--- src/aabb_affine_transform_macros.svh ---
// Assertion macros for the box transform RTL, included by the top level.
// Depends on a clock named clock and a reset named reset in the including scope.
`ifndef AABB_AFFINE_TRANSFORM_MACROS_SVH
`define AABB_AFFINE_TRANSFORM_MACROS_SVH

// Checked outside of reset.
`define AAT_ASSERT(label, prop, msg) \
   label: assert property (@(posedge clock) disable iff (reset) prop) \
      else $error(msg);

// Checked on every edge, reset included.
`define AAT_ASSERT_ALWAYS(label, prop, msg) \
   label: assert property (@(posedge clock) prop) else $error(msg);

`endif

--- src/aat_pkg.sv ---
// Shared widths, register codes and payload types for the box transform.
// No dependencies.
`timescale 1ns / 1ps

package aat_pkg;

   localparam int AXES           = 3;
   localparam int COORD_WIDTH    = 32;
   localparam int COEF_WIDTH     = 16;
   localparam int FRAC_SHIFT     = COEF_WIDTH - 2;
   localparam int PROD_WIDTH     = COORD_WIDTH + COEF_WIDTH;
   localparam int SPROD_WIDTH    = PROD_WIDTH - FRAC_SHIFT;
   // translation plus three scaled products
   localparam int SUM_WIDTH      = SPROD_WIDTH + 2;
   localparam int ROW_WIDTH      = 48;
   localparam int CSR_DATA_WIDTH = 64;
   localparam int CSR_ADDR_WIDTH = 6;
   localparam int CSR_IDX_LSB    = 3;

   typedef enum logic [CSR_ADDR_WIDTH-CSR_IDX_LSB-1:0] {
      CSR_ROW_X,
      CSR_ROW_Y,
      CSR_ROW_Z,
      CSR_SHIFT_X,
      CSR_SHIFT_Y,
      CSR_SHIFT_Z
   } csr_idx_type;

   typedef logic signed [COORD_WIDTH-1:0] coord_type;
   typedef logic signed [COEF_WIDTH-1:0]  coef_type;

   typedef struct packed {
      logic [AXES-1:0][ROW_WIDTH-1:0]   row;    // row[i]: coefficients applied to input axis i
      logic [AXES-1:0][COORD_WIDTH-1:0] shift;
   } cfg_type;

   typedef struct packed {
      logic [AXES-1:0][COORD_WIDTH-1:0] lo;
      logic [AXES-1:0][COORD_WIDTH-1:0] hi;
   } box_type;

   // [i][j]: input axis i scaled into output axis j
   typedef struct packed {
      logic [AXES-1:0][AXES-1:0][SPROD_WIDTH-1:0] lo;
      logic [AXES-1:0][AXES-1:0][SPROD_WIDTH-1:0] hi;
   } prod_type;

endpackage

--- src/aat_acc.sv ---
// Sum stage: min/max pick per term, add translation, saturate, result register.
// Depends on aat_pkg.
`timescale 1ns / 1ps

module aat_acc import aat_pkg::*; (
   input  logic     clock,
   input  logic     reset,
   input  logic     in_valid,
   output logic     in_ready,
   input  prod_type prod,
   input  cfg_type  cfg,
   output logic     out_valid,
   input  logic     out_ready,
   output box_type  result
);

   logic signed [SUM_WIDTH-1:0] s_lo [AXES];
   logic signed [SUM_WIDTH-1:0] s_hi [AXES];
   box_type                     res_in;
   box_type                     res_ff;
   logic                        v_in;
   logic                        v_ff;

   function automatic logic [COORD_WIDTH-1:0] saturate(input logic signed [SUM_WIDTH-1:0] v);
      logic [SUM_WIDTH-COORD_WIDTH:0] top;
      top = v[SUM_WIDTH-1:COORD_WIDTH-1];
      if (top == '0 || top == '1) begin
         return v[COORD_WIDTH-1:0];
      end else if (v[SUM_WIDTH-1]) begin
         return {1'b1, {(COORD_WIDTH-1){1'b0}}};
      end else begin
         return {1'b0, {(COORD_WIDTH-1){1'b1}}};
      end
   endfunction

   always_comb begin
      for (int j = 0; j < AXES; j++) begin
         s_lo[j] = SUM_WIDTH'($signed(cfg.shift[j]));
         s_hi[j] = SUM_WIDTH'($signed(cfg.shift[j]));
         for (int i = 0; i < AXES; i++) begin
            // a negative coefficient swaps which corner gives the extreme
            if ($signed(prod.lo[i][j]) >= $signed(prod.hi[i][j])) begin
               s_lo[j] = s_lo[j] + SUM_WIDTH'($signed(prod.hi[i][j]));
               s_hi[j] = s_hi[j] + SUM_WIDTH'($signed(prod.lo[i][j]));
            end else begin
               s_lo[j] = s_lo[j] + SUM_WIDTH'($signed(prod.lo[i][j]));
               s_hi[j] = s_hi[j] + SUM_WIDTH'($signed(prod.hi[i][j]));
            end
         end
         res_in.lo[j] = saturate(s_lo[j]);
         res_in.hi[j] = saturate(s_hi[j]);
      end
   end

   assign in_ready  = !v_ff || out_ready;
   assign v_in      = in_ready ? in_valid : v_ff;
   assign out_valid = v_ff;
   assign result    = res_ff;

   always_ff @(posedge clock) begin
      if (reset) begin
         v_ff <= 1'b0;
      end else begin
         v_ff <= v_in;
      end
   end

   always_ff @(posedge clock) begin
      if (in_valid && in_ready) begin
         res_ff <= res_in;
      end
   end

endmodule
--- config.mk ---
export PLATFORM = sky130hd
export DESIGN_NAME = aat_acc
export DESIGN_NICKNAME = d
export VERILOG_FILES = /design/src/aabb_affine_transform_macros.svh /design/src/aat_pkg.sv /design/src/aat_acc.sv
export SDC_FILE = /design/constraint.sdc
export NUM_CORES = 2
export LEC_CHECK = 0
export BUFFER_PORTS_ARGS = -buffer_cell sky130_fd_sc_hd__buf_2
export CORE_AREA = 8 8 406 408
export DETAILED_ROUTE_END_ITERATION = 10
export DIE_AREA = 0 0 414 416
export PLACE_DENSITY = 0.53
export SYNTH_ARGS = -nofsm -noshare
export SYNTH_HDL_FRONTEND = slang
export SYNTH_SLANG_ARGS = --single-unit
--- constraint.sdc ---
create_clock -name clock -period 17.9 [get_ports clock]
set_clock_uncertainty 0.2 [all_clocks]
set_input_delay 0.895 -clock clock [delete_from_list [all_inputs] [get_ports clock]]
set_output_delay 0.895 -clock clock [all_outputs]
set_load 0.005 [all_outputs]
# Word-level counts from Yosys, hierarchy flattened
# Cells that the tools add are included.
dict set report word_totals {
  output_inout_bits 194
  wordCells 97
  in_bits 856
  register_bits 193
}
dict set report classes {
  eq_ne 6
  n_mux 30
  addsub 30
  order_cmp 9
  reduce_logical 15
}
# op n
set op_table {}
lappend op_table {{$add A36 B34 Y36} 24}
lappend op_table {{$mux W36} 18}
lappend op_table {{$mux W32} 12}
lappend op_table {{$ge A34 B34 Y1} 9}
lappend op_table {{$add A32 B34 Y35} 6}
lappend op_table {{$eq A5 B5 Y1 const B} 6}
lappend op_table {{$logic_not A5 Y1} 6}
lappend op_table {{$logic_or A1 B1 Y1} 7}
lappend op_table {{$logic_and A1 B1 Y1} 1}
lappend op_table {{$logic_not A1 Y1} 1}

# Logic depth before layout (Yosys ltp)
dict set report logic_depth {
  ltp_word 9
  mapped_depth 43
  depth_no_buf 39
}

# Worst setup path before layout
# No wires, ideal clock.
dict set report synth_timing {
  path_kind {input to register}
  startpoint {input port prod[143] (netlist bit)}
  endpoint {register res_ff (netlist bit result[129]), data pin}
  path_buffers 3
  stages 39
  setup_time_ps 254
  path_slack_ps 8820
  t_arrival_ps 8626
  t_required_ps 17446
  path_cell_list {inv_1 -> ha_1 -> a21o_1 -> a21o_1 -> a21oi_1 -> nor2_1 -> a2111oi_0 -> o21ai_0 -> a221oi_1 -> a21oi_1 -> o22ai_1 -> clkbuf_1 -> mux2_2 -> ha_1 -> inv_1 -> fa_1 -> nor2b_1 -> o21a_1 -> (+3 left out) -> o21ai_1 -> a221o_1 -> a21o_1 -> a311o_1 -> xor2_1 -> ha_1 -> clkbuf_1 -> o211ai_1 -> nor2_1 -> a21oi_1 -> or3b_2 -> a31oi_1 -> o21ai_0 -> a31oi_1 -> xnor2_2 -> o31ai_1 -> buf_2 -> a21o_1}
}
# element line
set synth_rtl {}
lappend synth_rtl {{start: declaration} aat_acc.sv:10} ;# input prod_type prod,
lappend synth_rtl {{end signal: assignment} aat_acc.sv:70} ;# res_ff <= res_in;
lappend synth_rtl {{end: declaration} aat_acc.sv:20} ;# box_type res_ff;

==> reports/metrics.yaml <==
grt_pass1_vias: 50200
hold_viol: 0
ff2ff_setup_slack_ps: 14860
htree_levels: 4
postCtsSetupBuffers: 0
hp-class: "primary input to register"
async_flop_share: 0
vias_per_cell: 5.50
p_leak_nw: 28.8
ant_nets: 0
cts_tree: "done"
crit_top_cell: "a21oi_1"
wl_met2_mm: 99.8
synth_edf_count: 192
antenna_found_initial: 200
worstPathArrival_ps: 12260
avgSynthCellArea_um2: 8.06
grt_util_all_layers: 0.243
setup_viol: 0
hpwlAfterDp_mm: 197
powerDensity_nw_per_um2: 193
cts_resized: 0
portBuffers: 905
fmax_mhz: 82.8
overflow: 0
r2r_end: "result[188]"
ir_drop_mv: 0.162
grt_max_degree: 78
cts_sinks: 193
core_area_um2: 159000
pin_count: 1050
status: "finished clean"
synth_seq_cells: 193
maxCapViolations: 0
critPathLaunch: "prod[137]"
fp.dieH_um: 416
num_vias: 51800
start_kind: "primary input"
crit_path_end: "result[43]"
synthesis.area_um2: 51800
critPathSlowestCell: "a2111oi_0"
drt-initial-drc-count: 3249
critPathMaxFanout: 53
wl_met1_mm: 99.5
grt_first_pass_wirelength_mm: 322
slew_violations: 0
syn_nets: 8230
synth-main-ff-cell: "edfxtp_1"
core.rowCount: 147
post-route-min-period_ps: 12080
reg2regPathDepth: 4
synth_cells: 6426
setup.worst_path.class: "primary input to register"
place_ws_ps: 5610
worst_pin_slew_ps: 1240
clk_pin_slew_ps: 100
yosysTopAreaCellShare: 0.225
synthTopCellsByCount: "930 x ha_1, 633 x a21oi_1, 508 x inv_1"
setup_tns_ps: 0
layout-drive-gt1-share: 0.212
endpoint_kind: "register"
synth_top_area_cell: "ha_1"
slew_headroom: 0.172
clock_latency_ps: 530
whs_ps: 304
cts.path.max_buffers: 2
top_layer_used: "met5"
worst_slack_ps: 5820
cts_buffers: 17
final_nets: 9047
gp_congestion: 0.954
ys_types: 90
fin_crit_sh: 0.675
syn_to_final_growth_pct: 15.0
die_width_um: 414
rsz0062_at_grt: "false"
drt_pass1_iterations: 6
rr_startpoint: "out_valid"
max_stage_delay_ps: 860
cts_root_buf: "clkbuf_16"
ctsHoldBuffers: 0
initial_core_util: 0.326
wl_per_cell_um: 23.5
synthTopCellsByArea: "ha_1 22%, edfxtp_1 11%, mux2_2 10%, a21o_1 6.9%, xnor2_1 6.6%"
routed-wl-met3_mm: 15.8
critical_path_required_ps: 18080
synth.most_common_cell: "ha_1"
finalWirelength_mm: 222
yosys_warnings: 0
seq_area_frac_synth: 0.112
die_area_um2: 172000
drc_errors: 0
==> layout by cell type, fill, tap and decap left out, types with 17 or more instances in the layout <==
cell type,instances
ha_1,930
buf_2,905
a21oi_1,631
inv_1,508
mux2_2,478
a21o_1,473
o21ai_0,428
xnor2_1,393
nand2_1,367
nor2_1,327
edfxtp_1,192
xor2_1,151
o21a_1,114
nand3_1,111
o21bai_1,96
nand2b_1,90
nand4_1,90
nor3_1,87
nor2b_1,85
diode_2,78
and3_1,67
a31oi_1,60
a211oi_1,58
mux2i_1,43
o211ai_1,32
or3_1,31
buf_4,30
o31ai_1,27
or2_2,25
and2_1,24
nor4_1,21
and4_1,21
a31o_2,19
a221oi_1,18
fa_1,18
a21boi_0,17
clkbuf_16,17
==> per-stage QoR <==
stage,utilization,cells,cell area [um2],total power (W)
2_1_floorplan,-,6426,51800,0.00809
3_3_place_gp,0.370,9310,58800,0.0109
3_5_place_dp,0.370,9310,58800,0.0110
4_1_cts,0.374,9342,59400,0.0115
5_1_grt,0.374,9368,59400,0.0125
6_report,0.375,9420,59600,0.0115
==> worst min-delay path by stage <==
stage | startpoint | endpoint | slack, ps | cells past startpoint
detailed placement | out_valid | out_valid | 340 | 2
global placement | out_valid | out_valid | 320 | 2
global route | reset | out_valid | 270 | 2
finish | reset | out_valid | 300 | 2
CTS | reset | out_valid | 240 | 2
floorplan | out_valid | out_valid | 320 | 2
==> worst max-delay path, delay by kind of cell <==
kind            cells  cell delay (ps)
xor+xnor            2              390
buf+inv             5             1330
fa+ha+maj           3              960
simple gates        5              820
compound gates     21             7340
mux                 1              410
==> cells by family after synthesis <==
family                     after synthesis  share of synthesized area
DFF                                    193                      0.112
xor gates and xnor gates               551                     0.0946
muxes                                  525                      0.113
and+or+nand+nor                       1389                      0.132
buffers and inverters                  645                     0.0477
adders and majority gates              948                      0.232
AOI/OAI and AO/OA                     2175                      0.269
==> registers in the layout (all words and copies together) (netlist names) <==
name and flops:
out_valid 1, result 192
==> layer usage <==
metal / vias to the layer above / global-route usage
met5: - / 0
met4: 90 / 0.0542
met3: 373 / 0.0580
met2: 1556 / 0.408
met1: 24200 / 0.316
li1: 25600 / -
==> area by class of cell <==
class,instances,area [um2]
fill,16800,99300
multi-input combinational,5588,43700
sequential,193,5790
timing repair buffer,935,4750
tap,2086,2610
inverter,508,1910
clock buffer,18,429
antenna,78,195
clock inverter,14,136
==> power by group <==
group / switching, W / internal [W]
Combinational: 0.00579 / 0.00396
Clock: 0.000224 / 0.000185
Sequential: 0.000178 / 0.00116
(Power assumes the default switching activity.)
