**src/aabb_affine_transform_macros.svh**
```systemverilog
// Assertion macros for the box transform RTL, included by the top level.
// Depends on a clock named clock and a reset named reset in the including scope.
`ifndef AABB_AFFINE_TRANSFORM_MACROS_SVH
`define AABB_AFFINE_TRANSFORM_MACROS_SVH

// Checked outside of reset.
`define AAT_ASSERT(label, prop, msg) \
   label: assert property (@(posedge clock) disable iff (reset) prop) \
      else $error(msg);

// Checked on every edge, reset included.
`define AAT_ASSERT_ALWAYS(label, prop, msg) \
   label: assert property (@(posedge clock) prop) else $error(msg);

`endif

```
**src/aat_pkg.sv**
```systemverilog
// Shared widths, register codes and payload types for the box transform.
// No dependencies.
`timescale 1ns / 1ps

package aat_pkg;

   localparam int AXES           = 3;
   localparam int COORD_WIDTH    = 32;
   localparam int COEF_WIDTH     = 16;
   localparam int FRAC_SHIFT     = COEF_WIDTH - 2;
   localparam int PROD_WIDTH     = COORD_WIDTH + COEF_WIDTH;
   localparam int SPROD_WIDTH    = PROD_WIDTH - FRAC_SHIFT;
   // translation plus three scaled products
   localparam int SUM_WIDTH      = SPROD_WIDTH + 2;
   localparam int ROW_WIDTH      = 48;
   localparam int CSR_DATA_WIDTH = 64;
   localparam int CSR_ADDR_WIDTH = 6;
   localparam int CSR_IDX_LSB    = 3;

   typedef enum logic [CSR_ADDR_WIDTH-CSR_IDX_LSB-1:0] {
      CSR_ROW_X,
      CSR_ROW_Y,
      CSR_ROW_Z,
      CSR_SHIFT_X,
      CSR_SHIFT_Y,
      CSR_SHIFT_Z
   } csr_idx_type;

   typedef logic signed [COORD_WIDTH-1:0] coord_type;
   typedef logic signed [COEF_WIDTH-1:0]  coef_type;

   typedef struct packed {
      logic [AXES-1:0][ROW_WIDTH-1:0]   row;    // row[i]: coefficients applied to input axis i
      logic [AXES-1:0][COORD_WIDTH-1:0] shift;
   } cfg_type;

   typedef struct packed {
      logic [AXES-1:0][COORD_WIDTH-1:0] lo;
      logic [AXES-1:0][COORD_WIDTH-1:0] hi;
   } box_type;

   // [i][j]: input axis i scaled into output axis j
   typedef struct packed {
      logic [AXES-1:0][AXES-1:0][SPROD_WIDTH-1:0] lo;
      logic [AXES-1:0][AXES-1:0][SPROD_WIDTH-1:0] hi;
   } prod_type;

endpackage

```
**src/aat_csr.sv**
```systemverilog
// APB-style register file holding the coefficient rows and translations.
// Depends on aat_pkg.
`timescale 1ns / 1ps

module aat_csr import aat_pkg::*; (
   input  logic                      clock,
   input  logic                      reset,
   input  logic                      psel,
   input  logic                      penable,
   input  logic                      pwrite,
   input  logic [CSR_ADDR_WIDTH-1:0] paddr,
   input  logic [CSR_DATA_WIDTH-1:0] pwdata,
   output logic [CSR_DATA_WIDTH-1:0] prdata,
   output logic                      pready,
   output cfg_type                   cfg
);

   cfg_type     cfg_ff;
   cfg_type     cfg_in;
   csr_idx_type idx;
   logic        wr_en;

   assign idx    = csr_idx_type'(paddr[CSR_ADDR_WIDTH-1:CSR_IDX_LSB]);
   assign wr_en  = psel & penable & pwrite & pready;
   assign pready = 1'b1;
   assign cfg    = cfg_ff;

   always_comb begin
      cfg_in = cfg_ff;
      if (wr_en) begin
         unique case (idx)
            CSR_ROW_X:   cfg_in.row[0]   = pwdata[ROW_WIDTH-1:0];
            CSR_ROW_Y:   cfg_in.row[1]   = pwdata[ROW_WIDTH-1:0];
            CSR_ROW_Z:   cfg_in.row[2]   = pwdata[ROW_WIDTH-1:0];
            CSR_SHIFT_X: cfg_in.shift[0] = pwdata[COORD_WIDTH-1:0];
            CSR_SHIFT_Y: cfg_in.shift[1] = pwdata[COORD_WIDTH-1:0];
            CSR_SHIFT_Z: cfg_in.shift[2] = pwdata[COORD_WIDTH-1:0];
            default: ;  // beyond the map: dropped
         endcase
      end
   end

   always_comb begin
      unique case (idx)
         CSR_ROW_X:   prdata = CSR_DATA_WIDTH'(cfg_ff.row[0]);
         CSR_ROW_Y:   prdata = CSR_DATA_WIDTH'(cfg_ff.row[1]);
         CSR_ROW_Z:   prdata = CSR_DATA_WIDTH'(cfg_ff.row[2]);
         CSR_SHIFT_X: prdata = CSR_DATA_WIDTH'(cfg_ff.shift[0]);
         CSR_SHIFT_Y: prdata = CSR_DATA_WIDTH'(cfg_ff.shift[1]);
         CSR_SHIFT_Z: prdata = CSR_DATA_WIDTH'(cfg_ff.shift[2]);
         default:     prdata = '0;
      endcase
   end

   // identity at reset: 1.0 on the diagonal, no translation
   always_ff @(posedge clock) begin
      if (reset) begin
         for (int j = 0; j < AXES; j++) begin
            cfg_ff.row[j]   <= ROW_WIDTH'(1) << (FRAC_SHIFT + j * COEF_WIDTH);
            cfg_ff.shift[j] <= '0;
         end
      end else begin
         cfg_ff <= cfg_in;
      end
   end

endmodule

```
**config.mk**
```make
export PLATFORM = sky130hd
export DESIGN_NAME = aat_csr
export DESIGN_NICKNAME = d
export VERILOG_FILES = /design/src/aabb_affine_transform_macros.svh /design/src/aat_pkg.sv /design/src/aat_csr.sv
export SDC_FILE = /design/constraint.sdc
export NUM_CORES = 1
export LEC_CHECK = 0
export BUFFER_PORTS_ARGS = -buffer_cell sky130_fd_sc_hd__buf_2
export CAP_MARGIN = 0
export CORE_ASPECT_RATIO = 0.7
export CORE_MARGIN = 2
export CORE_UTILIZATION = 30
export CTS_CLUSTER_DIAMETER = 40
export DETAILED_ROUTE_END_ITERATION = 8
export PLACE_DENSITY_LB_ADDON = 0.2
export SLEW_MARGIN = 20
export SYNTH_ARGS = -nofsm -noshare
export SYNTH_HDL_FRONTEND = slang
export SYNTH_SLANG_ARGS = --single-unit
```
**constraint.sdc**
```tcl
create_clock -name clock -period 3.9 [get_ports clock]
set_clock_uncertainty 0.2 [all_clocks]
set_input_delay 1.17 -clock clock [delete_from_list [all_inputs] [get_ports clock]]
set_output_delay 1.17 -clock clock [all_outputs]
set_load 0.02 [all_outputs]
```
; ---- Word-level counts from Yosys, hierarchy flattened
; Cells that the tools add are included.
[classes]
eq_ne = 5
mux = 1
bitwise_logic = 2
reduce_logical = 7
[ops]
columns = cell, count
row1 = $pmux W48 S6, 1
row2 = $reduce_and A2 Y1, 6
row3 = $eq A3 B2 Y1 const B, 2
row4 = $eq A3 B3 Y1 const B, 2
row5 = $eq A3 B1 Y1 const B, 1
row6 = $logic_not A3 Y1, 1
row7 = $and A1 B1 Y1, 2
[totals]
register_bits = 240
word_cells = 21

; ---- Logic depth before layout (Yosys ltp)
; Gate-level depths: netlist of the first run.
[depth]
depth_word = 3
mapped_depth = 7
mapped_depth_nobuf = 3

; ---- Worst setup path before layout of the first run
; OpenSTA, ideal clock, no wires.
[synth_path]
path_kind = input-to-output
startpoint = input port paddr[3]
endpoint = output port prdata[16]
arrival_ns = 2.416
slack_ns = 0.114
cell_stages = 6
path_buffers = 3
cell_sequence = buf_2 buf_2 nor2b_1 buf_2 a22oi_1 o21ai_0
[synth_via]
elab_chain_cells = 2
elab_cells_between_ends = 7
classes_between = 5 x eq/ne / 1 x mux / 1 x reduce/logical
[synth_lines]
columns = element, line_no
row1 = "start, declared", aat_csr.sv:11  ; input logic [CSR_ADDR_WIDTH-1:0] paddr,
row2 = $eq A3 B3 Y1 (tied with other cells), aat_csr.sv:44  ; unique case (idx)
row3 = $pmux W48 S6 (*), aat_csr.sv:44
row4 = "end, declared", aat_csr.sv:13  ; output logic [CSR_DATA_WIDTH-1:0] prdata,
; Every way passes the cells marked *; elsewhere a longest branch is shown, timed or not.

; ---- Worst setup path after layout of the first run
[layout_path]
startpoint = input port paddr[3]
endpoint = output port prdata[29]
; The elaborated chain is that of the path after synthesis.

==> flow_summary.toml, run 1 <==
[clocking]
clk_pin_slew_ps = 50
cts_setup_buffers = 0
postCtsHoldBufs = 0
clkLatencyLatePin_ps = 510
ctsResizeCount = 0
cts_buffers = 41
cts_tree = "built"
clock-sinks = 240
clock_path_buffers = 3
cts_root_buf = "clkbuf_16"
cts_max_level = 2

[layout]
fillCellCount = 3801
final_area_um2 = 15400
seqCellArea_um2 = 4800
nets = 1578
largest_reg_flops = 240
syn_to_final_growth_pct = 33.0
multi_input_area_um2 = 6160
final_layout_size_suffix_gt1_share_pct = 35.7
final_core_util_pct = 40.2

[critical_path]
rr_startpoint = "cfg[198]$_SDFFE_PP0P_"
crit_required_ps = 2530
critPathSlowestCell = "nor3b_2"
critPathCaptureType = "output pin"
r2r_setup_slack_ps = 3020
crit_chain = "buf_4 -> buf_12 -> nor3b_2 -> buf_4 -> a22oi_1 -> o21ai_0 -> buf_2"
crit_arrival_ps = 2500
r2r-end = "cfg[198]$_SDFFE_PP0P_"
crit_family = "buffers and inverters"
cp_max_fo = 21
r2r_cells = 2
path_class = "in -> out"
worst-path-buf-inv = 4
crit_path_start_kind = "primary input"
cp_common_cell = "buf_4"
cp_slowest_stage_delay_ps = 290

[worst_hold_path]
hold_end = "cfg[107]$_SDFFE_PP0P_"
whs_path_depth = 2
min-delay-path-class = "reg -> reg"
min_from = "cfg[107]$_SDFFE_PP0P_"

[sta]
relSlewSlack_pct = 60.7
worst_slew_pin_slew_ps = 587
fmax_mhz = 259
timing.final.crit_share_pct = 99.2
period_minus_slack_ps = 3870
tns_ps = 0
setup_violations = 0
holdWs_ps = 283
hold_viol = 0
report.final.slew_viol_count = 0
rsz0062_at_grt = "no"

[placement]
placed_area_um2 = 14000
io_buffer_count = 343
dp_hpwl_um = 29300
place_congestion = 0.787

[floorplanning]
start_util_pct = 30.3
die_x_um = 239
ioPinCount = 380
die-area_um2 = 40100
num_rows = 60
die_y_um = 168
core_area_um2 = 38200

[global_routing]
use_met3_pct = 5.46
grt_pass1_vias = 9809
grtUsageTotal_pct = 21.1
met1_usage_pct = 29.2
grt_pass1_wl_um = 64200
grt_max_degree = 88
grt_use_met2_pct = 32.3
grt_overflow = 0
top_usage_layer = "met2"
antenna_found_initial = 2

[drt]
dr_total_vias = 10100
routed_wl_um = 43900
route.detailed.drc = 0
drt_iter0_markers = 688
wl_per_cell_um = 21.6
viasPerCell = 4.98
drtPass1Iterations = 5
postRouteAntennaNets = 0

[synthesis]
synth.most_common_cell = "dfxtp_1"
synth_edf_count = 0
synth_top_area_cell = "dfxtp_1"
synthTopCellsByArea = "dfxtp_1 42%, mux2i_1 18%, nand2b_1 13%"
yosys_warnings = 0
synth_top_cell_area_share_pct = 41.6
synth_top_cells_by_count = "240 x dfxtp_1, 239 x nand2b_1, 208 x mux2i_1"
dominantRegCellSynth = "dfxtp_1"
syn_area_um2 = 11600
ys_seq_area_share_pct = 41.6
async_reset_ff_share_pct = 0
synth-seq-cells = 240
synth.distinct_cells = 34
synth.avg_cell_area_um2 = 9.88
syn-instance-count = 1170

[run]
cap_violations = 0

[pwr]
total_leakage_power_nw = 7.48
irDropWorstVdd_uv = 267
p_total_mw = 6.67
p_per_area_nw_per_um2 = 434

[status]
status = "completed"
## metal layers
layer | vias to the layer above | part of all wire (%)
met5 | - | 0
met4 | 0 | 2.1
met3 | 63 | 6.6
met2 | 306 | 44
met1 | 4961 | 47
li1 | 4767 | -
## cell usage in the layout, fill, tap and decap left out, types with 5 or more instances in the layout
cell	instances
buf_2	340
dfxtp_1	240
nand2b_1	238
mux2i_1	208
o21ai_0	68
mux2_2	62
a21oi_1	55
nand3_1	48
clkbuf_16	41
buf_4	36
a22oi_1	35
nor2_1	22
buf_12	20
a32oi_1	17
conb_1	17
a2bb2oi_1	16
a221oi_1	8
clkbuf_8	6
nand2_2	5
bufinv_16	5
clkinvlp_4	5
## cell families (layout without fill, tap and decap cells)
| family | Yosys count | count (layout) | synth area share [%] |
|---|---|---|---|
| buffers and inverters | 124 | 470 | 5.89 |
| multiplexers | 272 | 272 | 24.4 |
| AND/OR/NAND/NOR | 329 | 329 | 17.1 |
| AO/OA/AOI/OAI | 203 | 203 | 10.9 |
| flip-flops | 240 | 240 | 41.6 |
| other | 2 | 18 | 0.0650 |
## worst register-to-register path: stages, from the launching register on
cell     delay, ps
dfxtp_1        380
o21ai_0        100
a21oi_1        140
## metrics by stage
stage	worst slack (ps)	instances
after floorplan	114	1185
after global placement	31.1	1956
after detailed placement	39.4	1956
after CTS	38.8	2027
after global routing	7.56	2028
final	32.2	2028
## how the worst max path moves through the flow
stage | from | endpoint | cells after the start
after floorplan | paddr[3] | prdata[16] | 6
final | paddr[3] | prdata[29] | 7
after CTS | paddr[4] | prdata[31] | 6
after global placement | paddr[4] | prdata[31] | 6
after global routing | paddr[5] | prdata[0] | 5
after detailed placement | paddr[4] | prdata[31] | 6
## report_power, final
group	total, mW	switching (mW)	internal (mW)
combinational	0.504	0.315	0.189
sequential	2.49	0.0148	2.47
clock	3.68	1.30	2.38
total	6.67	1.63	5.04
## cell type report
type / instances / area share [%]
inverters: 1 / 0.0244
flip-flops and latches: 240 / 31.2
diodes: 1 / 0.0163
clock inverters: 21 / 1.77
repair buffers: 398 / 15.6
multi-input cells: 821 / 40.1
clock buffers: 50 / 7.28
well taps: 496 / 4.04
Power figures use the tool's default switching activity.
==> inputs of run 2 (changes only) <==
ABC_AREA = 1   (was default)
PLACE_DENSITY_LB_ADDON = default   (was 0.2)
==> flow_summary.toml, run 2 <==
[status]
status = "completed"

[synthesis]
async_reset_ff_share_pct = 0
syn_area_um2 = 11700
synth_edf_count = 0
synth.most_common_cell = "nor2_1"
synth_top_cells_by_count = "532 x nor2_1, 471 x nand2_1, 259 x nand3_1"
ys_seq_area_share_pct = 41.0
yosys_warnings = 0
synth.avg_cell_area_um2 = 6.34
syn-instance-count = 1852
synth_top_cell_area_share_pct = 41.0
synth_top_area_cell = "dfxtp_1"
synth.distinct_cells = 20
synth-seq-cells = 240
dominantRegCellSynth = "dfxtp_1"
synthTopCellsByArea = "dfxtp_1 41%, nor2_1 17%, nand2_1 15%"

[worst_hold_path]
min-delay-path-class = "reg -> reg"

[pwr]
clock_power_share_pct = 53.8
p_sw_share_pct = 25.5
total_leakage_power_nw = 7.63
power_frac_comb_pct = 8.6
p_per_area_nw_per_um2 = 435
seqPwrFrac_pct = 37.6
p_switching_mw = 1.71
irDropWorstVdd_uv = 284
p_int_mw = 4.98

[layout]
final_core_util_pct = 39.9
final_cell_mix = "532 x nor2_1, 471 x nand2_1, 340 x buf_2, 259 x nand3_1, 240 x dfxtp_1"
final_common_cell = "nor2_1"
nets = 2223
final_area_um2 = 15400
final_layout_size_suffix_gt1_share_pct = 22.0
largest_reg_flops = 240
final_cells = 2704
syn_to_final_growth_pct = 31.0

[global_routing]
grtUsageTotal_pct = 21.7
grt_pass1_wl_um = 69100
grt_overflow = 0
antenna_found_initial = 2
grt_pass1_vias = 12100
grt_max_degree = 80

[clocking]
cts_root_buf = "clkbuf_16"
cts_buffers = 38
clock_path_buffers = 3
postCtsHoldBufs = 0
cts_tree = "built"
clock-sinks = 240
clkLatencyLatePin_ps = 520
cts_max_level = 2
ctsResizeCount = 1
cts_setup_buffers = 0
clk_pin_slew_ps = 40

[floorplanning]
core_area_um2 = 38500
ioPinCount = 380
die_x_um = 240
die-area_um2 = 40700
die_y_um = 169
start_util_pct = 30.5
num_rows = 60

[sta]
setup_violations = 0
worst_slew_pin_slew_ps = 696
fmax_mhz = 263
tns_ps = 0
hold_viol = 0
holdWs_ps = 293
relSlewSlack_pct = 53.6
period_minus_slack_ps = 3800
timing.final.crit_share_pct = 97.3
report.final.slew_viol_count = 0
rsz0062_at_grt = "no"

[drt]
dr_total_vias = 13000
wl_per_cell_um = 16.9
drtPass1Iterations = 6
route.detailed.drc = 0
drt_iter0_markers = 1022
viasPerCell = 4.82
postRouteAntennaNets = 0
routed_wl_um = 45700

[placement]
io_buffer_count = 343
placedCellCount = 2635
place_congestion = 0.844
dp_hpwl_um = 30400
placed_area_um2 = 14000

[critical_path]
path_class = "in -> out"
cp_max_fo = 30
crit_arrival_ps = 2430
critPathCaptureType = "output pin"
crit_required_ps = 2530
crit_path_start_kind = "primary input"

[run]
cap_violations = 0
==> run 2: cell count changes in the layout (fill, tap and decap cells not counted), sizes merged, moves of 64 or more <==
cell	change
mux2i	-208
inv	+84
o21ai	-67
nand2	+466
nand2b	-239
nor2	+520
nand3	+213
nand4	+64
==> run 2: logic make-up after synthesis <==
group                  synth area share [%]
DFF                                    41.0
AOI/OAI and AO/OA                      1.24
buffers and inverters                  10.1
other                                0.0640
and+or+nand+nor                        47.6
==> run 2: path summary, 6_finish.rpt <==
| kind | slack, ps | to | startpoint | cells after the start |
|---|---|---|---|---|
| hold / removal | 290 | cfg[156]$_SDFFE_PP0P_ | cfg[156]$_SDFFE_PP0P_ | 2 |
| setup / recovery | 100 | prdata[34] | paddr[3] | 9 |
| setup reg to reg | 3050 | cfg[101]$_SDFFE_PP0P_ | cfg[101]$_SDFFE_PP0P_ | 2 |
| hold reg to reg | 290 | cfg[156]$_SDFFE_PP0P_ | cfg[156]$_SDFFE_PP0P_ | 2 |
==> run 2: metrics by stage <==
step,power (mW),setup WS (ps)
floorplan,2.92,361
global placement,3.13,-11.1
detailed placement,3.13,-13.7
CTS,6.75,101
global route,6.91,18.7
finish,6.68,104
==> run 2: final cells by class <==
type / instances / area [µm²]
timing repair buffer: 398 / 2400
inverter: 85 / 332
multi-input combinational: 1385 / 5830
clock buffer: 45 / 1010
sequential: 240 / 4800
tap: 527 / 659
antenna: 2 / 5.00
fill: 4037 / 23100
clock inverter: 22 / 337
==> run 2: power groups by stage <==
stage / Combinational, mW / Sequential (mW) / Clock [mW]
after floorplan: 0.327 / 2.60 / 0
after global placement: 0.564 / 2.56 / 0
after detailed placement: 0.570 / 2.56 / 0
after CTS: 0.571 / 2.51 / 3.67
after global routing: 0.625 / 2.51 / 3.77
final: 0.572 / 2.51 / 3.60
==> run 2: worst max-delay path, cell delays in order <==
cell and delay [ps]:
buf_4 190, buf_4 190, inv_2 50, nand2_1 120
nor2_4 150, buf_12 200, nand2_1 70, nand3_1 80
buf_2 170
==> run 2: layer usage <==
| metal | track usage (%) | share of wire, % |
|---|---|---|
| met5 | 0 | 0 |
| met4 | 7.83 | 3.1 |
| met3 | 4.47 | 7.7 |
| met2 | 34.9 | 45 |
| met1 | 28.9 | 44 |
